File: config.mk
export PLATFORM = sky130hd
export DESIGN_NAME = dda_line_rasterizer_flat
export DESIGN_NICKNAME = d
export VERILOG_FILES = /design/src/design/dda_pkg.sv /design/src/design/dda_if.sv /design/src/design/dda_core.sv /design/src/design/dda_obuf.sv /design/src/design/dda_line_rasterizer.sv /design/src/flat_wrapper.sv
export SDC_FILE = /design/constraint.sdc
export NUM_CORES = 1
export LEC_CHECK = 0
export ABC_CLOCK_PERIOD_IN_PS = 30100
export BUFFER_PORTS_ARGS = -buffer_cell sky130_fd_sc_hd__buf_2
export CAP_MARGIN = 30
export CORE_MARGIN = 2
export CORE_UTILIZATION = 55
export CTS_CLUSTER_DIAMETER = 100
export DETAILED_ROUTE_END_ITERATION = 8
export PLACE_DENSITY = 0.75
export SYNTH_ARGS = -nofsm -noshare
export SYNTH_HDL_FRONTEND = slang
export SYNTH_SLANG_ARGS = --single-unit
File: constraint.sdc
create_clock -name clk -period 30.1 [get_ports clk]
set_input_delay 1.505 -clock clk [delete_from_list [all_inputs] [get_ports clk]]
set_output_delay 1.505 -clock clk [all_outputs]
set_load 0.005 [all_outputs]
File: src/design/dda_pkg.sv
`timescale 1ns / 1ps
// ----------------------------------------------------------------------------
// DDA line rasterizer package
// Shared widths and command codes for the line rasterizer.
// ----------------------------------------------------------------------------
package dda_pkg;

  localparam int COORD_BITS_DEF = 12;
  localparam int COLOR_BITS     = 32;

  localparam logic FUNC_START   = 1'b0;
  localparam logic FUNC_ADVANCE = 1'b1;

endpackage

File: src/design/dda_if.sv
`timescale 1ns / 1ps
// ----------------------------------------------------------------------------
// DDA line rasterizer channels
// Valid/ready channels for line commands and emitted pixels.
// ----------------------------------------------------------------------------
interface dda_cmd_if #(
  parameter int COORD_BITS = dda_pkg::COORD_BITS_DEF
);
  logic                            valid;
  logic                            ready;
  logic                            func;
  logic [COORD_BITS-1:0]           x_start;
  logic [COORD_BITS-1:0]           y_start;
  logic [COORD_BITS-1:0]           x_end;
  logic [COORD_BITS-1:0]           y_end;
  logic [dda_pkg::COLOR_BITS-1:0]  pen_color;

  modport source (
    output valid, func, x_start, y_start, x_end, y_end, pen_color,
    input  ready
  );
  modport sink (
    input  valid, func, x_start, y_start, x_end, y_end, pen_color,
    output ready
  );
endinterface

interface dda_pix_if #(
  parameter int COORD_BITS = dda_pkg::COORD_BITS_DEF
);
  logic                            valid;
  logic                            ready;
  logic [COORD_BITS-1:0]           pixel_x;
  logic [COORD_BITS-1:0]           pixel_y;
  logic [dda_pkg::COLOR_BITS-1:0]  pixel_color;
  logic                            last;

  modport source (
    output valid, pixel_x, pixel_y, pixel_color, last,
    input  ready
  );
  modport sink (
    input  valid, pixel_x, pixel_y, pixel_color, last,
    output ready
  );
endinterface

File: src/design/dda_core.sv
`timescale 1ns / 1ps
// ----------------------------------------------------------------------------
// DDA line stepper
// Holds the line state, sets it up on a start command and produces one
// pixel per advance command with an exact integer error term.
// ----------------------------------------------------------------------------
module dda_core #(
  parameter int COORD_BITS = dda_pkg::COORD_BITS_DEF
) (
  input  logic                           clk,
  input  logic                           rst,
  input  logic                           fire,
  input  logic                           func,
  input  logic [COORD_BITS-1:0]          x_start,
  input  logic [COORD_BITS-1:0]          y_start,
  input  logic [COORD_BITS-1:0]          x_end,
  input  logic [COORD_BITS-1:0]          y_end,
  input  logic [dda_pkg::COLOR_BITS-1:0] pen_color,
  output logic                           push,
  output logic [COORD_BITS-1:0]          pixel_x,
  output logic [COORD_BITS-1:0]          pixel_y,
  output logic [dda_pkg::COLOR_BITS-1:0] pixel_color,
  output logic                           last
);
  import dda_pkg::*;

  localparam int ERR_BITS = COORD_BITS + 3;

  logic                         active;
  logic                         axes_swapped;
  logic                         minor_up;
  logic [COORD_BITS-1:0]        major_pos;
  logic [COORD_BITS-1:0]        major_stop;
  logic [COORD_BITS-1:0]        minor_pos;
  logic [COORD_BITS-1:0]        major_len;
  logic [COORD_BITS-1:0]        minor_len;
  logic signed [ERR_BITS-1:0]   error_term;
  logic [COLOR_BITS-1:0]        line_color;

  logic                         start;
  logic                         advance;

  // line setup
  logic [COORD_BITS-1:0]        dx;
  logic [COORD_BITS-1:0]        dy;
  logic                         steep;
  logic [COORD_BITS-1:0]        pa;
  logic [COORD_BITS-1:0]        qa;
  logic [COORD_BITS-1:0]        pb;
  logic [COORD_BITS-1:0]        qb;
  logic                         flip;
  logic [COORD_BITS-1:0]        mj_lo;
  logic [COORD_BITS-1:0]        mj_hi;
  logic [COORD_BITS-1:0]        mn_lo;
  logic [COORD_BITS-1:0]        mn_hi;

  // stepping
  logic signed [ERR_BITS:0]     err2;
  logic signed [ERR_BITS:0]     len2;
  logic signed [ERR_BITS-1:0]   major_ext;
  logic signed [ERR_BITS-1:0]   minor_ext;
  logic                         step;
  logic [COORD_BITS-1:0]        minor_cur;
  logic signed [ERR_BITS-1:0]   err_mid;
  logic signed [ERR_BITS-1:0]   error_term_next;
  logic                         at_stop;

  assign start   = fire && (func == FUNC_START);
  assign advance = fire && (func == FUNC_ADVANCE) && active;

  always_comb begin
    dx    = (x_start > x_end) ? x_start - x_end : x_end - x_start;
    dy    = (y_start > y_end) ? y_start - y_end : y_end - y_start;
    steep = dx < dy;
    pa    = steep ? y_start : x_start;
    qa    = steep ? x_start : y_start;
    pb    = steep ? y_end   : x_end;
    qb    = steep ? x_end   : y_end;
    flip  = pb < pa;
    mj_lo = flip ? pb : pa;
    mj_hi = flip ? pa : pb;
    mn_lo = flip ? qb : qa;
    mn_hi = flip ? qa : qb;
  end

  always_comb begin
    major_ext       = $signed({{(ERR_BITS-COORD_BITS){1'b0}}, major_len});
    minor_ext       = $signed({{(ERR_BITS-COORD_BITS){1'b0}}, minor_len});
    err2            = $signed({error_term, 1'b0});
    len2            = $signed({{(ERR_BITS+1-COORD_BITS){1'b0}}, major_len});
    step            = err2 > len2;
    if (!step) begin
      minor_cur = minor_pos;
    end else if (minor_up) begin
      minor_cur = minor_pos + 1'b1;
    end else begin
      minor_cur = minor_pos - 1'b1;
    end
    err_mid         = step ? error_term - major_ext : error_term;
    error_term_next = err_mid + minor_ext;
    at_stop         = major_pos == major_stop;
  end

  assign push        = advance;
  assign pixel_x     = axes_swapped ? minor_cur : major_pos;
  assign pixel_y     = axes_swapped ? major_pos : minor_cur;
  assign pixel_color = line_color;
  assign last        = at_stop;

  always_ff @(posedge clk) begin
    if (rst) begin
      active       <= 1'b0;
      axes_swapped <= 1'b0;
      minor_up     <= 1'b0;
    end else if (start) begin
      active       <= 1'b1;
      axes_swapped <= steep;
      minor_up     <= mn_lo < mn_hi;
    end else if (advance && at_stop) begin
      active       <= 1'b0;
    end
  end

  always_ff @(posedge clk) begin
    if (start) begin
      major_pos  <= mj_lo;
      major_stop <= mj_hi;
      minor_pos  <= mn_lo;
      major_len  <= mj_hi - mj_lo;
      minor_len  <= (mn_lo > mn_hi) ? mn_lo - mn_hi : mn_hi - mn_lo;
      error_term <= '0;
      line_color <= pen_color;
    end else if (advance) begin
      minor_pos  <= minor_cur;
      error_term <= error_term_next;
      if (!at_stop) begin
        major_pos <= major_pos + 1'b1;
      end
    end
  end

endmodule

File: src/design/dda_obuf.sv
`timescale 1ns / 1ps
// ----------------------------------------------------------------------------
// DDA output buffer
// Output register with a skid stage so a pixel can be taken in while the
// previous one waits for its transfer.
// ----------------------------------------------------------------------------
module dda_obuf #(
  parameter int WIDTH = 1
) (
  input  logic             clk,
  input  logic             rst,
  input  logic             push,
  input  logic [WIDTH-1:0] push_data,
  output logic             room,
  input  logic             ready,
  output logic             valid,
  output logic [WIDTH-1:0] data
);
  logic             skid_valid;
  logic [WIDTH-1:0] skid_data;
  logic             take;

  assign take = !valid || ready;
  assign room = !skid_valid;

  always_ff @(posedge clk) begin
    if (rst) begin
      valid      <= 1'b0;
      skid_valid <= 1'b0;
    end else if (take) begin
      valid      <= skid_valid || push;
      skid_valid <= 1'b0;
    end else if (push) begin
      skid_valid <= 1'b1;
    end
  end

  always_ff @(posedge clk) begin
    if (take) begin
      data <= skid_valid ? skid_data : push_data;
    end else if (push) begin
      skid_data <= push_data;
    end
  end

endmodule

File: src/design/dda_line_rasterizer.sv
`timescale 1ns / 1ps
// A pixel from an advance transfer is registered in the output register, or in the skid entry while the output stalls.
// Throughput: one command per cycle while the output stage has room; each advance is one compare and add
// on the error term, done in the cycle of its transfer.
// A two-entry output stage (register plus skid) decouples the output side.
// Reset clears the line state and the output stage; no clearing pass.
// ----------------------------------------------------------------------------
// DDA line rasterizer
// Walks a line between two endpoints and emits one pixel per advance.
// ----------------------------------------------------------------------------
module dda_line_rasterizer #(
  parameter int COORD_BITS = dda_pkg::COORD_BITS_DEF
) (
  input  logic      clk,
  input  logic      rst,
  dda_cmd_if.sink   cmd,
  dda_pix_if.source pix
);
  import dda_pkg::*;

  localparam int PIX_BITS = 2 * COORD_BITS + COLOR_BITS + 1;

  logic                  fire;
  logic                  push;
  logic [COORD_BITS-1:0] push_x;
  logic [COORD_BITS-1:0] push_y;
  logic [COLOR_BITS-1:0] push_color;
  logic                  push_last;
  logic                  room;
  logic [PIX_BITS-1:0]   out_data;

  assign fire      = cmd.valid && cmd.ready;
  assign cmd.ready = room;

  dda_core #(
    .COORD_BITS (COORD_BITS)
  ) u_core (
    .clk         (clk),
    .rst         (rst),
    .fire        (fire),
    .func        (cmd.func),
    .x_start     (cmd.x_start),
    .y_start     (cmd.y_start),
    .x_end       (cmd.x_end),
    .y_end       (cmd.y_end),
    .pen_color   (cmd.pen_color),
    .push        (push),
    .pixel_x     (push_x),
    .pixel_y     (push_y),
    .pixel_color (push_color),
    .last        (push_last)
  );

  dda_obuf #(
    .WIDTH (PIX_BITS)
  ) u_obuf (
    .clk       (clk),
    .rst       (rst),
    .push      (push),
    .push_data ({push_x, push_y, push_color, push_last}),
    .room      (room),
    .ready     (pix.ready),
    .valid     (pix.valid),
    .data      (out_data)
  );

  assign pix.pixel_x     = out_data[PIX_BITS-1 -: COORD_BITS];
  assign pix.pixel_y     = out_data[PIX_BITS-COORD_BITS-1 -: COORD_BITS];
  assign pix.pixel_color = out_data[COLOR_BITS:1];
  assign pix.last        = out_data[0];

`ifndef NO_ASSERTIONS
  a_push_on_advance: assert property (@(posedge clk) disable iff (rst)
    push |-> fire && (cmd.func == FUNC_ADVANCE))
    else $error("pixel produced without an advance transfer");

  a_idle_after_last: assert property (@(posedge clk) disable iff (rst)
    push && push_last |=> !push)
    else $error("pixel produced after the final pixel of a line");

  a_stall_means_full: assert property (@(posedge clk) disable iff (rst)
    !cmd.ready |-> pix.valid)
    else $error("command side stalled while the output is empty");
`endif

endmodule
File: src/flat_wrapper.sv
// flat-port wrapper written by rule: the top's interface ports become plain ports
module dda_line_rasterizer_flat import dda_pkg::*;
#(
  parameter int COORD_BITS = dda_pkg::COORD_BITS_DEF
)
  (clk, rst, cmd_valid, cmd_func, cmd_x_start, cmd_y_start, cmd_x_end, cmd_y_end, cmd_pen_color, cmd_ready, pix_valid, pix_pixel_x, pix_pixel_y, pix_pixel_color, pix_last, pix_ready);
  dda_cmd_if #(.COORD_BITS(COORD_BITS)) cmd_i ();
  dda_pix_if #(.COORD_BITS(COORD_BITS)) pix_i ();
  input  logic clk;
  input  logic rst;
  input wire logic [$bits(cmd_i.valid)-1:0] cmd_valid;
  input wire logic [$bits(cmd_i.func)-1:0] cmd_func;
  input wire logic [$bits(cmd_i.x_start)-1:0] cmd_x_start;
  input wire logic [$bits(cmd_i.y_start)-1:0] cmd_y_start;
  input wire logic [$bits(cmd_i.x_end)-1:0] cmd_x_end;
  input wire logic [$bits(cmd_i.y_end)-1:0] cmd_y_end;
  input wire logic [$bits(cmd_i.pen_color)-1:0] cmd_pen_color;
  output wire logic [$bits(cmd_i.ready)-1:0] cmd_ready;
  output wire logic [$bits(pix_i.valid)-1:0] pix_valid;
  output wire logic [$bits(pix_i.pixel_x)-1:0] pix_pixel_x;
  output wire logic [$bits(pix_i.pixel_y)-1:0] pix_pixel_y;
  output wire logic [$bits(pix_i.pixel_color)-1:0] pix_pixel_color;
  output wire logic [$bits(pix_i.last)-1:0] pix_last;
  input wire logic [$bits(pix_i.ready)-1:0] pix_ready;
  assign cmd_i.valid = cmd_valid;
  assign cmd_i.func = cmd_func;
  assign cmd_i.x_start = cmd_x_start;
  assign cmd_i.y_start = cmd_y_start;
  assign cmd_i.x_end = cmd_x_end;
  assign cmd_i.y_end = cmd_y_end;
  assign cmd_i.pen_color = cmd_pen_color;
  assign cmd_ready = cmd_i.ready;
  assign pix_valid = pix_i.valid;
  assign pix_pixel_x = pix_i.pixel_x;
  assign pix_pixel_y = pix_i.pixel_y;
  assign pix_pixel_color = pix_i.pixel_color;
  assign pix_last = pix_i.last;
  assign pix_i.ready = pix_ready;
  dda_line_rasterizer #(.COORD_BITS(COORD_BITS)) u_core (.clk(clk), .rst(rst), .cmd(cmd_i), .pix(pix_i));
endmodule
==> results.yml <==
layout:
  fin_util: 0.6226
  final_layout_size_suffix_gt1_frac: 0.1684
  final_nets: 1936
  area_delta_synth_final_pct: 11.47
  final_area_sq_mm: 0.01782
  nFillCells: 2351
  antennaDiodeCount: 0
  regArea_sq_mm: 0.006588
  multi_input_comb_area_sq_mm: 0.008635
synthesis:
  yosysMostFrequentCell: "edfxtp_1"
  synth_compound_area_frac: 0.1616
  synth_edf_count: 206
  synth-simple-area-share: 0.1021
  avgSynthCellArea_sq_um: 10.08
  ys_seq_area_frac: 0.4120
  synthFlopType: "edfxtp_1"
  synth_area_leaders: "edfxtp_1 (39%), ha_1 (11%), mux2_2 (5.1%)"
  syn-cell-area_sq_mm: 0.01599
  synth-seq-cells: 226
  syn-instance-count: 1586
  async_reset_ff_frac: 0
  synthAdderAreaFrac: 0.1198
  synth_top_family_by_area: "compound AO/OA/AOI/OAI gates"
  synth_common_cells: "edfxtp_1 (206), inv_1 (140), a21oi_1 (137), ha_1 (137), nor2_1 (119)"
  synth_warnings: 0
  yosysTopAreaCellShare: 0.3869
  synth.net_count: 1817
  muxShareOfSynthArea: 0.1047
  yosysUniqueCellTypes: 77
  yosys.area.top_type: "edfxtp_1"
  synth_xor_area_frac: 0.04930
grt:
  grt_overflow: 0
  grt_pass1_wl_mm: 62.29
  track_usage: 0.2545
  grt_pass1_vias: 11830
  grt_start_max_net_pins: 77
  antenna_found_initial: 1
timing:
  period_minus_slack_ns: 12.49
  finalSetupViolations: 0
  tightest_slew_ns: 0.8230
  finalMaxSlewViolations: 0
  slew-limit-headroom: 0.4479
  fin_setup_tns_ns: 0
  clock_skew_ns: 0.01848
  final-hold-violation-count: 0
  finalCritPeriodShare: 0.4151
  fmax_mhz: 80.04
  grt_setup_unrepaired: "no"
  hold_slack_ns: 0.4433
setup_path:
  required_ns: 30.37
  crit_fanout: 44
  start_kind: "primary input"
  crit_path_top_delay_cell: "mux2i_1"
  cp_common_cell: "a21o_1"
  rr_worst_depth: 22
  end_kind: "flip-flop"
  rrSetupSlack_ns: 24.72
  arrival_ns: 12.76
  slowest_delay_ns: 0.49
  crit_type: "in -> reg"
routing:
  drtIter0Drc: 1154
  detail_route.wl_per_cell_um: 18.65
  vias_per_cell: 5.870
  vias: 12360
  drt_wl_total_mm: 39.27
  antenna_left: 0
  drc: 0
  drtPass1Iterations: 6
outcome:
  status: "finished, final reports clean"
cts:
  cts_buffers: 24
  clk_latency_ns: 0.52
  cts_setup_buffers: 0
  hold_buffers: 0
  ctsResizeCount: 0
  max-clock-path-buffers: 3
  clock_sinks: 226
  clockRootBuffer: "clkbuf_16"
  clk_pin_slew_ns: 0.06
  htreeDepth: 1
  cts_tree: "yes"
min_path:
  hold_depth: 0
  hp-class: "reg -> reg"
die:
  die_area_sq_mm: 0.03045
  die_y_um: 174.5
  start_util: 0.5585
  num_rows: 62
  pin_count: 144
  die_x_um: 174.5
  core_area_sq_mm: 0.02863
placed_design:
  place.gp.congestion: 0.9359
  post_dp_cell_area_sq_mm: 0.01707
  dp_hpwl_mm: 30.48
  io_buffers: 143
run:
  drv_cap: 0
[registers in the layout, indices dropped and copies added (netlist names)]
| name | flops |
|---|---|
| u_core.u_core.active | 1 |
| u_core.u_core.axes_swapped | 1 |
| u_core.u_core.error_term | 15 |
| u_core.u_core.major_len | 12 |
| u_core.u_core.major_pos | 12 |
| u_core.u_core.major_stop | 12 |
| u_core.u_core.minor_len | 12 |
| u_core.u_core.minor_pos | 12 |
| u_core.u_core.minor_up | 1 |
| u_core.u_core.pixel_color | 32 |
| u_core.u_obuf.data | 57 |
| u_core.u_obuf.skid_data | 57 |
| u_core.u_obuf.skid_valid | 1 |
| u_core.u_obuf.valid | 1 |
[area by class of cell]
cell class	count	share of cell area
tap	384	0.02696
sequential	226	0.3696
timing repair buffer	158	0.04648
multi-input combinational	1151	0.4845
inverter	144	0.03047
clock inverter	16	0.007652
clock buffer	27	0.03433
[stage by stage]
stage / worst slack, ns / cells
after floorplan: 18.10 / 1586
after global placement: 17.61 / 2063
after detailed placement: 17.22 / 2063
after CTS: 17.71 / 2106
after global routing: 16.88 / 2106
final: 17.61 / 2106
[cells in the final DEF (no fill, tap or decap), types with 12 or more instances in the layout]
master     Yosys  final
edfxtp_1     206    206
buf_2         12    143
inv_1        140    140
a21oi_1      137    137
ha_1         137    137
nor2_1       119    117
nand2_1       86     85
mux2i_1       75     75
mux2_2        72     72
o21ai_0       60     60
xnor2_1       49     49
a21o_1        43     43
xor2_1        41     41
o21ai_1       30     30
nand3_1       30     30
clkbuf_16      0     24
a211oi_1      23     23
nor2b_1       22     22
nor3_1        21     21
o211ai_1      21     21
dfxtp_1       20     19
o21bai_1      18     18
buf_4          0     15
nand4_1       12     12
and3_1        12     12
[cell families after synthesis]
group	Yosys count
simple gates	349
compound gates	408
fa+ha+maj	148
flops	226
mux	156
xor+xnor	90
buf+inv	209
[per-layer routing]
layer  GRT usage  share of wire  up-vias
li1            -              -     5998
met1      0.3552           0.45     5828
met2      0.4107           0.46      459
met3     0.02975          0.061       75
met4     0.09236          0.037        2
met5           0        0.00033        -
[worst max-delay path: cells and delay by family]
kind                     cells  cell delay (ns)
AO/OA/AOI/OAI               23             4.72
buffers and inverters        8             1.76
adder cells (fa/ha/maj)      5             1.69
AND/OR/NAND/NOR              6             1.50
multiplexers                 4             1.28
XOR/XNOR                     2             0.29
[path summary, 6_finish.rpt]
kind	endpoint	startpoint
worst max-delay path	u_core.u_core.minor_len[9]	cmd_y_start[0]
worst min-delay path	u_core.u_obuf.skid_data[19]	u_core.u_core.pixel_color[18]
worst max register to register	u_core.u_core.error_term[14]	u_core.u_core.major_len[1]
worst min register to register	u_core.u_obuf.skid_data[19]	u_core.u_core.pixel_color[18]
Power is left out: the tool's default activity adds up to more than one toggle a clock period on the data nets, which glitch-free logic cannot reach.
